===== config.mk =====
export PLATFORM = sky130hd
export DESIGN_NAME = utf8_validating_decoder
export DESIGN_NICKNAME = d
export VERILOG_FILES = /design/src/design/udec_pkg.sv /design/src/design/udec_front.sv /design/src/design/udec_queue.sv /design/src/design/udec_back.sv /design/src/design/utf8_validating_decoder.sv
export SDC_FILE = /design/constraint.sdc
export NUM_CORES = 1
export LEC_CHECK = 0
export BUFFER_PORTS_ARGS = -buffer_cell sky130_fd_sc_hd__buf_2
export CAP_MARGIN = 30
export CORE_MARGIN = 1
export CORE_UTILIZATION = 45
export CTS_CLUSTER_DIAMETER = 40
export DETAILED_ROUTE_END_ITERATION = 10
export PLACE_DENSITY = 0.58
export SLEW_MARGIN = 40
export SYNTH_ARGS = -nofsm -noshare
export SYNTH_HDL_FRONTEND = slang
export SYNTH_SLANG_ARGS = --single-unit

===== constraint.sdc =====
create_clock -name clk_i -period 10.2 [get_ports clk_i]
set_input_delay 1.02 -clock clk_i [delete_from_list [all_inputs] [get_ports clk_i]]
set_output_delay 1.02 -clock clk_i [all_outputs]
set_load 0.02 [all_outputs]

===== src/design/udec_pkg.sv =====
package udec_pkg;

  // Width of one decoded unit (code point or UTF-16 unit).
  localparam int unsigned UnitW = 21;

  // Replacement character and code space limits.
  localparam logic [UnitW-1:0] ReplChar    = 21'h00FFFD;
  localparam logic [UnitW-1:0] SurrLow     = 21'h00D800;
  localparam logic [UnitW-1:0] SurrHigh    = 21'h00DFFF;
  localparam logic [UnitW-1:0] PlaneOne    = 21'h010000;
  localparam logic [UnitW-1:0] TwoByteMin  = 21'h000080;
  localparam logic [UnitW-1:0] ThreeByteMin = 21'h000800;
  localparam logic [UnitW-1:0] MaxPoint    = 21'h10FFFF;
  localparam logic [UnitW-1:0] HiSurrBase  = 21'h00D800;
  localparam logic [UnitW-1:0] LoSurrBase  = 21'h00DC00;

  // One input item: a raw byte and the end-of-text mark.
  typedef struct packed {
    logic [7:0] byte_value;
    logic       end_of_text;
  } in_item_t;

  // One result item.
  typedef struct packed {
    logic [UnitW-1:0] unit_value;
    logic             invalid;
    logic             run_last;
  } out_item_t;

  // One decoded unit before it is tagged with its position in the run.
  typedef struct packed {
    logic [UnitW-1:0] value;
    logic             invalid;
  } unit_t;

  // All results of one input byte: zero, one or two units.
  typedef struct packed {
    logic [1:0] cnt;
    unit_t      first;
    unit_t      second;
  } job_t;

endpackage


===== src/design/udec_front.sv =====
module udec_front (
  input  logic            clk_i,
  input  logic            rst_ni,
  input  logic            cfg_we_i,
  input  logic            cfg_wdata_i,
  input  logic            accept_i,
  input  udec_pkg::in_item_t item_i,
  output udec_pkg::job_t  job_o
);
  import udec_pkg::*;

  logic             form_q;
  logic [UnitW-1:0] pp_q, pp_d;
  logic [1:0]       exp_q, exp_d;
  logic [1:0]       seq_q, seq_d;
  logic             skip_q, skip_d;

  logic [UnitW-1:0] acc;
  logic             cont;
  logic             bad;
  logic [7:0]       b;
  job_t             j;

  // Appends one unit to the byte's results; a third unit is dropped.
  function automatic job_t add_unit(job_t jin, unit_t u);
    job_t jo;
    jo = jin;
    if (jin.cnt == 2'd0) begin
      jo.first = u;
      jo.cnt   = 2'd1;
    end else if (jin.cnt == 2'd1) begin
      jo.second = u;
      jo.cnt    = 2'd2;
    end
    return jo;
  endfunction

  // Appends a code point, as a surrogate pair in UTF-16 form if above the BMP.
  function automatic job_t add_point(job_t jin, logic [UnitW-1:0] p, logic utf16);
    job_t             jo;
    logic [UnitW-1:0] q;
    unit_t            hi;
    unit_t            lo;
    jo = jin;
    q  = p - PlaneOne;
    hi.value   = HiSurrBase + {11'b0, q[19:10]};
    hi.invalid = 1'b0;
    lo.value   = LoSurrBase + {11'b0, q[9:0]};
    lo.invalid = 1'b0;
    if (utf16 && (p >= PlaneOne)) begin
      jo = add_unit(jo, hi);
      jo = add_unit(jo, lo);
    end else begin
      jo = add_unit(jo, '{value: p, invalid: 1'b0});
    end
    return jo;
  endfunction

  localparam unit_t Repl = '{value: ReplChar, invalid: 1'b1};

  // Classify the byte, update the sequence state and build its results.
  always_comb begin
    b      = item_i.byte_value;
    cont   = (b[7:6] == 2'b10);
    j      = '0;
    pp_d   = pp_q;
    exp_d  = exp_q;
    seq_d  = seq_q;
    skip_d = skip_q;
    acc    = {pp_q[UnitW-7:0], b[5:0]};
    bad    = 1'b0;
    if ((exp_q != 2'd0) && cont) begin
      pp_d  = acc;
      exp_d = exp_q - 2'd1;
      if (exp_d == 2'd0) begin
        bad = ((acc >= SurrLow) && (acc <= SurrHigh)) || (acc < TwoByteMin) ||
              ((seq_q > 2'd1) && (acc < ThreeByteMin)) ||
              ((seq_q > 2'd2) && (acc < PlaneOne)) || (acc > MaxPoint);
        if (bad) begin
          j = add_unit(j, Repl);
        end else begin
          j = add_point(j, acc, form_q);
        end
      end
    end else begin
      // A sequence cut short is replaced, then the byte starts afresh.
      if (exp_q != 2'd0) begin
        j     = add_unit(j, Repl);
        exp_d = 2'd0;
      end
      if (!(skip_q && cont)) begin
        skip_d = 1'b0;
        if (!b[7]) begin
          j = add_point(j, {13'b0, b}, form_q);
        end else if (cont) begin
          j      = add_unit(j, Repl);
          skip_d = 1'b1;
        end else if (b[7:5] == 3'b110) begin
          pp_d  = {16'b0, b[4:0]};
          exp_d = 2'd1;
          seq_d = 2'd1;
        end else if (b[7:4] == 4'b1110) begin
          pp_d  = {17'b0, b[3:0]};
          exp_d = 2'd2;
          seq_d = 2'd2;
        end else if (b[7:3] == 5'b11110) begin
          pp_d  = {18'b0, b[2:0]};
          exp_d = 2'd3;
          seq_d = 2'd3;
        end else begin
          j      = add_unit(j, Repl);
          skip_d = 1'b1;
        end
      end
    end
    // End of text closes any open sequence and clears all state.
    if (item_i.end_of_text) begin
      if (exp_d != 2'd0) begin
        j = add_unit(j, Repl);
      end
      exp_d  = 2'd0;
      seq_d  = 2'd0;
      pp_d   = '0;
      skip_d = 1'b0;
    end
  end

  assign job_o = j;

  // Decoder state advances once per accepted item.
  always_ff @(posedge clk_i or negedge rst_ni) begin
    if (!rst_ni) begin
      pp_q   <= '0;
      exp_q  <= 2'd0;
      seq_q  <= 2'd0;
      skip_q <= 1'b0;
    end else if (accept_i) begin
      pp_q   <= pp_d;
      exp_q  <= exp_d;
      seq_q  <= seq_d;
      skip_q <= skip_d;
    end
  end

  // Output form register.
  always_ff @(posedge clk_i or negedge rst_ni) begin
    if (!rst_ni) begin
      form_q <= 1'b0;
    end else if (cfg_we_i) begin
      form_q <= cfg_wdata_i;
    end
  end

endmodule


===== src/design/udec_queue.sv =====
module udec_queue #(
  parameter int unsigned Depth = 4
) (
  input  logic           clk_i,
  input  logic           rst_ni,
  input  logic           push_i,
  input  udec_pkg::job_t data_i,
  input  logic           pop_i,
  output udec_pkg::job_t data_o,
  output logic           full_o,
  output logic           empty_o
);
  import udec_pkg::*;

  localparam int unsigned PtrW = (Depth > 1) ? $clog2(Depth) : 1;
  localparam int unsigned CntW = $clog2(Depth + 1);

  job_t            mem_q [Depth];
  logic [PtrW-1:0] wr_q, rd_q;
  logic [CntW-1:0] cnt_q;
  logic            do_push, do_pop;

  assign full_o  = (cnt_q == CntW'(Depth));
  assign empty_o = (cnt_q == '0);
  assign do_push = push_i && !full_o;
  assign do_pop  = pop_i && !empty_o;
  assign data_o  = mem_q[rd_q];

  // Job storage.
  always_ff @(posedge clk_i) begin
    if (do_push) begin
      mem_q[wr_q] <= data_i;
    end
  end

  // Pointers and fill count.
  always_ff @(posedge clk_i or negedge rst_ni) begin
    if (!rst_ni) begin
      wr_q  <= '0;
      rd_q  <= '0;
      cnt_q <= '0;
    end else begin
      if (do_push) begin
        wr_q <= (wr_q == PtrW'(Depth - 1)) ? '0 : wr_q + 1'b1;
      end
      if (do_pop) begin
        rd_q <= (rd_q == PtrW'(Depth - 1)) ? '0 : rd_q + 1'b1;
      end
      if (do_push && !do_pop) begin
        cnt_q <= cnt_q + 1'b1;
      end else if (do_pop && !do_push) begin
        cnt_q <= cnt_q - 1'b1;
      end
    end
  end

endmodule


===== src/design/udec_back.sv =====
module udec_back (
  input  logic               clk_i,
  input  logic               rst_ni,
  input  udec_pkg::job_t     job_i,
  input  logic               avail_i,
  input  logic               pop_i,
  output logic               deq_o,
  output udec_pkg::out_item_t item_o
);
  import udec_pkg::*;

  // Which unit of the head job is on the output.
  logic  slot_q;
  logic  last;
  unit_t cur;

  assign cur  = slot_q ? job_i.second : job_i.first;
  assign last = slot_q || (job_i.cnt == 2'd1);

  assign item_o.unit_value = cur.value;
  assign item_o.invalid    = cur.invalid;
  assign item_o.run_last   = last;

  // The head job leaves the queue once its last unit is taken.
  assign deq_o = pop_i && avail_i && last;

  always_ff @(posedge clk_i or negedge rst_ni) begin
    if (!rst_ni) begin
      slot_q <= 1'b0;
    end else if (pop_i && avail_i) begin
      slot_q <= !last;
    end
  end

endmodule


===== src/design/utf8_validating_decoder.sv =====
// Channel   | Ports                          | Accepted when
// ----------+--------------------------------+-------------------------
// bytes in  | push, full, in_item_i          | push && !full
// results   | empty, pop, out_item_o         | pop && !empty
// config    | cfg_we_i, cfg_wdata_i          | cfg_we_i
//
// One byte is decoded and accepted per cycle while the job queue has room.
// A byte that yields two units holds the result side for two pops, so the
// sustained rate with pop held is one result per cycle, set by the single port.
// Bytes that yield no result still take a queue check but occupy no entry.
// Reset clears the decoder state, the output form and the queue at once.
module utf8_validating_decoder #(
  parameter int unsigned QueueDepth = 4
) (
  input  logic                clk_i,
  input  logic                rst_ni,
  input  logic                cfg_we_i,
  input  logic                cfg_wdata_i,
  input  logic                push,
  output logic                full,
  input  udec_pkg::in_item_t  in_item_i,
  output logic                empty,
  input  logic                pop,
  output udec_pkg::out_item_t out_item_o
);
  import udec_pkg::*;

  job_t new_job, head_job;
  logic accept, enq, deq, q_full, q_empty;

  assign full   = q_full;
  assign empty  = q_empty;
  assign accept = push && !q_full;
  assign enq    = accept && (new_job.cnt != 2'd0);

  // Front: byte classification and sequence state.
  udec_front u_front (
    .clk_i       (clk_i),
    .rst_ni      (rst_ni),
    .cfg_we_i    (cfg_we_i),
    .cfg_wdata_i (cfg_wdata_i),
    .accept_i    (accept),
    .item_i      (in_item_i),
    .job_o       (new_job)
  );

  // Queue of per-byte result jobs.
  udec_queue #(
    .Depth (QueueDepth)
  ) u_queue (
    .clk_i   (clk_i),
    .rst_ni  (rst_ni),
    .push_i  (enq),
    .data_i  (new_job),
    .pop_i   (deq),
    .data_o  (head_job),
    .full_o  (q_full),
    .empty_o (q_empty)
  );

  // Back: hands out the units of each job one at a time.
  udec_back u_back (
    .clk_i   (clk_i),
    .rst_ni  (rst_ni),
    .job_i   (head_job),
    .avail_i (!q_empty),
    .pop_i   (pop),
    .deq_o   (deq),
    .item_o  (out_item_o)
  );

endmodule

==> impl_metrics.py, run 1 <==
metrics = {
    "run_status": {
        "status": "finished clean",
    },
    "detailed_routing": {
        "drc_errors": 0,
        "viasPerCell": 5.83,
        "num_vias": 4731,
        "firstDrtPassIters": 4,
        "routed_wl_um": 16900,
        "drt_iter0_drc": 317,
        "wl_per_cell_um": 20.8,
        "drtAntennaViolNets": 0,
    },
    "synth": {
        "synth-edff-count": 144,
        "yosysMostFrequentCell": "edfxtp_1",
        "netlist_area_sq_um": 7980,
        "synth_seq_area_share_pct": 63.3,
        "avgSynthCellArea_sq_um": 15.0,
        "yosys-top-cells-count": "edfxtp_1, nand2_1, o21ai_0",
        "syn_nets": 565,
        "ys_types": 63,
        "ys_seq_elements": 173,
        "synth_top_flop_cell": "edfxtp_1",
        "syn_inst": 533,
        "synth.top_cell.area_share_pct": 54.2,
        "yosysWarnings": 0,
        "synthArstFlopShare_pct": 16.8,
        "synth.area.top_cells": "edfxtp_1, mux4_2, dfrtp_1",
        "yosysTopAreaCell": "edfxtp_1",
    },
    "cts": {
        "cts_sinks": 173,
        "h-tree-depth": 4,
        "cts_tree": "done",
        "insertion_delay_ns": 0.42,
        "numCtsBuffers": 17,
        "cts.root.buffer_cell": "clkbuf_16",
        "post_cts_buffers": 0,
        "ctsResizeCount": 0,
        "cts.clk_slew.worst_paths_ns": 0.07,
        "clockBufferDepth": 2,
        "cts-hold-fix-buffers": 0,
    },
    "timing": {
        "fin_skew_ns": 0.00847,
        "setup_violations": 0,
        "hold_ws_ns": 0.490,
        "slew_headroom_pct": 48.5,
        "setup_tns_ns": 0,
        "period_share_pct": 41.9,
        "hold_violations": 0,
        "setup_ws_ns": 5.93,
        "slew_viol_final": 0,
        "rsz0062_at_grt": "false",
        "tightest_slew_ns": 0.768,
        "max_freq_ghz": 0.234,
        "fin_crit_ns": 4.27,
    },
    "finish": {
        "drive_gt1_share_pct": 25.9,
        "diodes": 0,
        "syn_to_final_growth_pct": 13.2,
        "nNetsFinal": 606,
        "fin_area_sq_um": 9030,
        "num-fill-cells": 1458,
    },
    "pwr": {
        "total_power_mw": 2.72,
        "power_density_nw_per_um2": 301,
        "power.leakage_nw": 3.33,
        "vdd_ir_drop_max_uv": 139,
    },
    "global_route": {
        "grt_pass1_wl_um": 26200,
        "grt_remaining_overflow": 0,
        "grt_pass1_vias": 4728,
        "grt_busiest_layer": "met2",
        "grt_usage_pct": 19.8,
        "gr-usage-met2_pct": 30.9,
        "grtUsageMet1_pct": 27.7,
        "use_met3_pct": 3.82,
        "antenna_found_initial": 0,
        "grt_max_degree": 42,
    },
    "job": {
        "drv_cap": 0,
    },
    "min_path": {
        "hold_path.class": "reg2reg",
    },
    "floorplanning": {
        "initial_core_util_pct": 46.2,
        "die_area_sq_um": 18300,
        "io_pins": 40,
        "dieWidth_um": 135,
        "rows": 48,
        "core-area_sq_um": 17300,
        "die_h_um": 135,
    },
    "placed_design": {
        "numPortBuffers": 39,
        "gp_congestion": 0.909,
        "place_hpwl_um": 10900,
        "post-place-ws_ns": 5.51,
        "postPlaceCellArea_sq_um": 8390,
    },
    "worst_setup_path": {
        "cp-end-kind": "flip-flop",
        "crit_fanout": 13,
        "startpoint_type": "primary input",
        "crit_type": "in2reg",
        "cp.required_ns": 10.55,
        "critPathArrivalTime_ns": 4.62,
    },
}
## per-layer routing
layer / part of all wire [%] / up-vias
met5: 0 / -
met4: 2.0 / 0
met3: 4.6 / 24
met2: 47 / 125
met1: 46 / 2439
li1: - / 2143
## cell families after synthesis
group | share of synthesized area, %
flops | 63.3
simple gates | 8.84
compound gates | 8.78
mux | 13.2
buf+inv | 2.59
fa+ha+maj | 2.76
xor+xnor | 0.549
## worst paths after layout
path	startpoint	endpoint	slack (ns)	cells after the start
setup / recovery	in_item_i[5]	u_queue.cnt_q[2]	5.93	16
hold / removal	u_queue.cnt_q[2]	u_queue.cnt_q[2]	0.49	1
setup reg to reg	u_front.pp_q[10]	u_queue.cnt_q[2]	6.03	17
hold reg to reg	u_queue.cnt_q[2]	u_queue.cnt_q[2]	0.49	1
max in group asynchronous	rst_ni	u_queue.rd_q[0]	9.07	1
min in group asynchronous	rst_ni	u_front.exp_q[1]	0.64	1
## final cells by class
class,count,area [sq um],area share (%)
Clock buffer,18,429,4.75
Inverter,20,75.1,0.831
Multi-Input combinational cell,314,2730,30.2
Timing Repair Buffer,48,275,3.05
Sequential cell,173,5050,55.9
Tap cell,225,282,3.12
Clock inverter,14,191,2.12
## flip-flops by register name, indices dropped and copies added, names as in the netlist
register,flops
u_queue.mem_q,144
u_queue.rd_q,2
u_front.skip_q,1
u_front.seq_q,2
u_front.form_q,1
u_front.pp_q,15
u_front.exp_q,2
u_queue.cnt_q,3
u_queue.wr_q,2
u_back.slot_q,1
## layout by cell type (no fill, tap or decap), drive strengths merged, types with 5 or more instances in the layout
| cell type | count |
|---|---|
| a21oi | 8 |
| o21ai | 41 |
| inv | 22 |
| nand4 | 7 |
| nor2b | 6 |
| dfrtp | 29 |
| nor3 | 13 |
| a21o | 7 |
| edfxtp | 144 |
| nor2 | 17 |
| a221o | 5 |
| nand2 | 45 |
| mux4 | 34 |
| clkbuf | 18 |
| buf | 48 |
| a31oi | 6 |
| mux2 | 23 |
| nand2b | 11 |
| and2 | 13 |
| clkinv | 5 |
| ha | 16 |
## critical path, stage by stage
cell     delay (ns)
buf_2          0.23
nand4_1        0.19
nor4_1         0.30
mux2_2         0.40
o21ai_2        0.21
o21ai_0        0.24
and2_1         0.24
ha_1           0.31
a21oi_1        0.15
mux2_4         0.21
ha_1           0.19
inv_1          0.07
fa_1           0.43
xor2_1         0.17
nor2_1         0.11
xor2_1         0.15
## where the power goes
part           internal, mW  switching, mW
logic                 0.400          0.594
clock network         0.410          0.263
registers              1.00         0.0505
total                  1.82          0.908
## per-stage QoR
stage,cells,utilization [%]
after floorplan,533,-
after global placement,779,48.5
after detailed placement,779,48.5
after CTS,811,52.1
after global routing,812,52.2
final,812,52.2
No activity file was read; power rests on OpenSTA's default activity.
==> run 2, diff against run 1 <==
PLACE_DENSITY = 0.6   (was 0.58)
clock period = 3.8 ns   (was 10.2 ns; I/O delays follow)
==> run 2 against run 1 <==
Critical path depth rose by 1. Cell area grew 2.2%. Die area unchanged.
==> impl_metrics.py, run 2 (synthesized netlist as in run 1, its figures left out) <==
metrics = {
    "pwr": {
        "total_power_mw": 7.26,
        "power.leakage_nw": 3.41,
        "pwr-share-clk_pct": 23.1,
        "p_switching_mw": 2.45,
        "vdd_ir_drop_max_uv": 383,
        "intPower_mw": 4.81,
        "swShare_pct": 33.7,
        "pwr-share-seq_pct": 39.1,
        "power_density_nw_per_um2": 786,
        "comb_power_share_pct": 37.9,
    },
    "placed_design": {
        "numPortBuffers": 39,
        "gp_congestion": 0.969,
        "place_hpwl_um": 11300,
        "post-place-cells": 799,
    },
    "detailed_routing": {
        "drt_iter0_drc": 387,
        "wl_per_cell_um": 20.3,
        "routed_wl_um": 16900,
        "firstDrtPassIters": 7,
        "drc_errors": 0,
        "num_vias": 4788,
        "viasPerCell": 5.75,
        "drtAntennaViolNets": 0,
    },
    "timing": {
        "hold_violations": 0,
        "max_freq_ghz": 0.279,
        "period_share_pct": 94.4,
        "fin_skew_ns": 0.00846,
        "fin_crit_ns": 3.59,
        "slew_headroom_pct": 50.5,
        "hold_ws_ns": 0.0165,
        "tightest_slew_ns": 0.742,
        "setup_violations": 0,
        "slew_viol_final": 0,
        "setup_tns_ns": 0,
        "rsz0062_at_grt": "false",
    },
    "finish": {
        "final_cell_mix": "edfxtp_1, nand2_1, buf_2",
        "diodes": 0,
        "final_util_pct": 53.4,
        "stdcell_count": 833,
        "drive_gt1_share_pct": 31.3,
        "mostFrequentLayoutCell": "edfxtp_1",
        "regMostFlops": "u_queue.mem_q",
        "reg.largest.list": "u_queue.mem_q (144), u_front.pp_q (15), u_queue.cnt_q (3)",
        "num-fill-cells": 1440,
        "nNetsFinal": 627,
        "largest_reg_flops": 144,
        "syn_to_final_growth_pct": 15.6,
    },
    "floorplanning": {
        "die_h_um": 135,
        "rows": 48,
        "initial_core_util_pct": 46.2,
        "core-area_sq_um": 17300,
        "dieWidth_um": 135,
        "io_pins": 40,
        "die_area_sq_um": 18300,
    },
    "cts": {
        "insertion_delay_ns": 0.42,
        "clockBufferDepth": 2,
        "cts_sinks": 173,
        "cts_tree": "done",
        "numCtsBuffers": 17,
        "cts.root.buffer_cell": "clkbuf_16",
        "h-tree-depth": 4,
        "cts.clk_slew.worst_paths_ns": 0.06,
    },
    "global_route": {
        "grt_max_degree": 37,
        "antenna_found_initial": 0,
        "grt_pass1_wl_um": 26800,
        "grt_pass1_vias": 4908,
        "grt_remaining_overflow": 0,
        "grt_usage_pct": 20.0,
    },
    "worst_setup_path": {
        "cp.required_ns": 4.15,
        "startpoint_type": "flip-flop",
        "critPathArrivalTime_ns": 3.94,
        "crit_fanout": 7,
        "crit_type": "reg2reg",
        "cp-end-kind": "flip-flop",
    },
    "job": {
        "drv_cap": 0,
    },
    "min_path": {
        "hold_path.class": "in2async",
    },
    "run_status": {
        "status": "finished clean",
    },
}
## run 2: cell types whose count changed in the layout (fill, tap and decap cells not counted), sizes merged
cell	before	now
buf	48	69
inv	22	23
bufinv	4	2
clkinv	5	6
## run 2: power by group through the flow
stage | clock network (mW) | logic, mW | registers, mW
after floorplan | 0 | 1.95 | 2.83
after global placement | 0 | 2.73 | 2.84
after detailed placement | 0 | 2.78 | 2.87
after CTS | 1.70 | 2.79 | 2.84
after global routing | 1.78 | 2.99 | 2.87
final | 1.67 | 2.75 | 2.84
## run 2: final timing paths
kind                             startpoint               end  slack (ns)  cells after the start
hold reg to reg            u_queue.cnt_q[2]  u_queue.cnt_q[2]        0.50                      1
min in group clk_i              cfg_wdata_i    u_front.form_q        0.19                      2
hold / removal                       rst_ni   u_queue.wr_q[1]        0.02                      1
setup reg to reg           u_front.pp_q[11]  u_queue.cnt_q[2]        0.21                     17
setup / recovery           u_front.pp_q[11]  u_queue.cnt_q[2]        0.21                     17
max in group asynchronous            rst_ni   u_front.pp_q[7]        3.26                      1
## run 2: final cells by class
type / count / area [sq um] / share of cell area (%)
tap: 225 / 282 / 3.05
inverter: 20 / 75.1 / 0.813
clock buffer: 18 / 429 / 4.65
sequential: 173 / 5060 / 54.8
multi-input combinational: 314 / 2770 / 30.0
timing repair buffer: 69 / 474 / 5.14
clock inverter: 14 / 141 / 1.53
## run 2: metrics by stage
stage               area, sq um  setup WS [ns]
finish                     9230          0.213
detailed placement         8590         0.0953
floorplan                  7980         0.0908
CTS                        9170          0.126
global route               9230        0.00510
global placement           8590          0.212
## run 2: metal layers
metal  up-vias  part of all wire [%]  wire length (um)  track usage [%]
met5         -                     0                 0                0
met1      2410                    45              7580             27.1
met2       162                    48              8160             32.3
met4         0                   1.5               256             6.18
met3        18                   5.4               913             4.45
li1       2198                     -                 -                -
## run 2: timing repair
item,4_1_cts,5_1_grt
setup endpoints to repair,0,2
gates resized for setup,0,19
setup buffers,0,2
hold buffers,0,0
## run 2: worst max-delay path: stages, from the launching register on
cell      delay, ns
dfrtp_2        0.45
inv_2          0.09
ha_2           0.19
nand2b_1       0.08
nor4b_2        0.26
a21boi_1       0.14
o21ai_2        0.16
o21ai_0        0.13
and2_1         0.21
ha_1           0.30
a21oi_1        0.15
mux2_4         0.22
ha_1           0.20
inv_1          0.07
fa_1           0.44
xor2_1         0.17
nor2_1         0.11
xor2_1         0.15
==> run 3, diff against run 2 <==
RECOVER_POWER = 50   (was default)
==> run 3 against run 2 <==
Global-route usage stayed put. Power is 1.1% lower. Largest power group unchanged. Sequential share of layout area is 0.33 points higher. The run now ends with capacitance limit, slew limit left. First-iteration DRC count is 12% higher. Hold slack better by 0.17 ns. Fmax is 0.52% higher. Sequential cell count stayed put. Combinational power is 3% lower. Critical path depth stayed put.
==> impl_metrics.py, run 3 (synthesized netlist as in run 1, its figures left out) <==
metrics = {
    "worst_setup_path": {
        "startpoint_type": "flip-flop",
        "cp.required_ns": 4.15,
        "worstPathCellList": "inv_2 > ha_2 > nand2b_1 > nor4b_2 > a21boi_1 > o21ai_2 > o21ai_0 > and2_1 > ha_1 > a21oi_1 > mux2_4 > ha_1 > inv_1 > fa_1 > xor2_1 > nor2_1 > xor2_1",
        "slowest_delay_ns": 0.45,
        "cp-end-kind": "flip-flop",
        "crit_fanout": 7,
        "crit_type": "reg2reg",
        "critPathBufInv": 2,
        "critPathArrivalTime_ns": 3.92,
        "critPathSlowestCell": "dfrtp_2",
        "critPathTopFamily": "adder cells",
    },
    "timing": {
        "slew_viol_final": 30,
        "setup_violations": 0,
        "fin_skew_ns": 0.00822,
        "hold_violations": 0,
        "setup_ws_ns": 0.231,
        "slew_headroom_pct": -19.4,
        "period_share_pct": 93.9,
        "max_freq_ghz": 0.280,
        "rsz0062_at_grt": "false",
        "setup_tns_ns": 0,
        "fin_crit_ns": 3.57,
        "tightest_slew_ns": 1.79,
        "hold_ws_ns": 0.189,
    },
    "floorplanning": {
        "dieWidth_um": 135,
        "die_h_um": 135,
        "initial_core_util_pct": 46.2,
        "core-area_sq_um": 17300,
        "die_area_sq_um": 18300,
        "io_pins": 40,
        "rows": 48,
    },
    "global_route": {
        "grt_pass1_wl_um": 26800,
        "antenna_found_initial": 0,
        "grt_pass1_vias": 4908,
        "grt_max_degree": 37,
        "grt_remaining_overflow": 0,
        "grt_usage_pct": 20.0,
    },
    "pwr": {
        "power_density_nw_per_um2": 782,
        "total_power_mw": 7.18,
        "vdd_ir_drop_max_uv": 383,
        "power.leakage_nw": 3.32,
    },
    "finish": {
        "final_util_pct": 53.0,
        "nNetsFinal": 627,
        "drive_gt1_share_pct": 26.2,
        "diodes": 0,
        "mostFrequentLayoutCell": "edfxtp_1",
        "final_cell_mix": "edfxtp_1, nand2_1, o21ai_0",
        "regMostFlops": "u_queue.mem_q",
        "stdcell_count": 833,
        "largest_reg_flops": 144,
        "reg.largest.list": "u_queue.mem_q (144), u_front.pp_q (15), u_queue.cnt_q (3)",
        "syn_to_final_growth_pct": 14.9,
        "fin_area_sq_um": 9180,
    },
    "job": {
        "drv_cap": 1,
    },
    "detailed_routing": {
        "drtAntennaViolNets": 0,
        "drt_iter0_drc": 435,
        "routed_wl_um": 16900,
        "firstDrtPassIters": 5,
        "wl_per_cell_um": 20.3,
        "num_vias": 4754,
        "viasPerCell": 5.71,
        "drc_errors": 0,
    },
    "cts": {
        "cts.clk_slew.worst_paths_ns": 0.07,
        "clockBufferDepth": 2,
        "cts_sinks": 173,
        "numCtsBuffers": 17,
        "cts.root.buffer_cell": "clkbuf_16",
        "insertion_delay_ns": 0.42,
        "cts_tree": "done",
        "h-tree-depth": 4,
    },
    "run_status": {
        "violations": "capacitance limit, slew limit",
        "status": "finished with violations",
    },
    "placed_design": {
        "gp_congestion": 0.969,
        "place_hpwl_um": 11300,
        "post-place-cells": 799,
        "numPortBuffers": 39,
        "postPlaceCellArea_sq_um": 8590,
        "post-place-ws_ns": 0.0953,
    },
    "min_path": {
        "hold_path.class": "in2reg",
    },
}
==> run 3: cell count changes in the layout (fill, tap and decap cells not counted), moves of 2 or more <==
| cell | delta |
|---|---|
| clkbuf_1 | +27 |
| buf_2 | -25 |
| and2_0 | +6 |
| and2_1 | -6 |
| buf_4 | -3 |
| o211ai_1 | +2 |
| o211ai_2 | -2 |
==> run 3: final timing paths <==
check	start	endpoint	slack, ns	cells past startpoint
max reg2reg	u_front.pp_q[11]	u_queue.cnt_q[2]	0.23	17
min	cfg_wdata_i	u_front.form_q	0.19	2
min reg2reg	u_queue.cnt_q[2]	u_queue.cnt_q[2]	0.50	1
max	u_front.pp_q[11]	u_queue.cnt_q[2]	0.23	17
min in group asynchronous	rst_ni	u_queue.wr_q[1]	0.43	1
max in group asynchronous	rst_ni	u_front.pp_q[7]	2.20	1
==> run 3: repair_timing <==
item | 4_1_cts | 5_1_grt
resized for setup | 0 | 19
hold buffers | 0 | 0
setup endpoints to repair | 0 | 2
buffers inserted | 0 | 2
endpoints found under the hold margin | 0 | 0
==> run 3: final cells by class <==
type | instances | area [sq um]
clock buffer | 18 | 429
multi-input combinational | 314 | 2750
inverter | 20 | 75.1
sequential | 173 | 5060
timing repair buffer | 69 | 433
clock inverter | 14 | 141
tap | 225 | 282
fill | 1449 | 8120
==> run 3: report_power, final <==
group | switching [mW] | internal (mW) | leakage (nW)
Sequential | 0.140 | 2.70 | 1.70
Clock | 0.703 | 0.966 | 0.274
Combinational | 1.60 | 1.07 | 1.34
==> run 3: metal layers <==
metal / GRT usage (%) / vias up / share of wire, %
met2: 32.3 / 131 / 49
met3: 4.45 / 17 / 5.0
met5: 0 / - / 0
met1: 27.1 / 2410 / 45
li1: - / 2196 / -
met4: 6.18 / 0 / 1.4
==> run 3: worst reg2reg max path: stages (launching register included) <==
cell      delay (ns)
dfrtp_2         0.45
inv_2           0.09
ha_2            0.19
nand2b_1        0.08
nor4b_2         0.26
a21boi_1        0.14
o21ai_2         0.16
o21ai_0         0.13
and2_1          0.21
ha_1            0.30
a21oi_1         0.15
mux2_4          0.21
ha_1            0.20
inv_1           0.07
fa_1            0.44
xor2_1          0.17
nor2_1          0.11
xor2_1          0.15
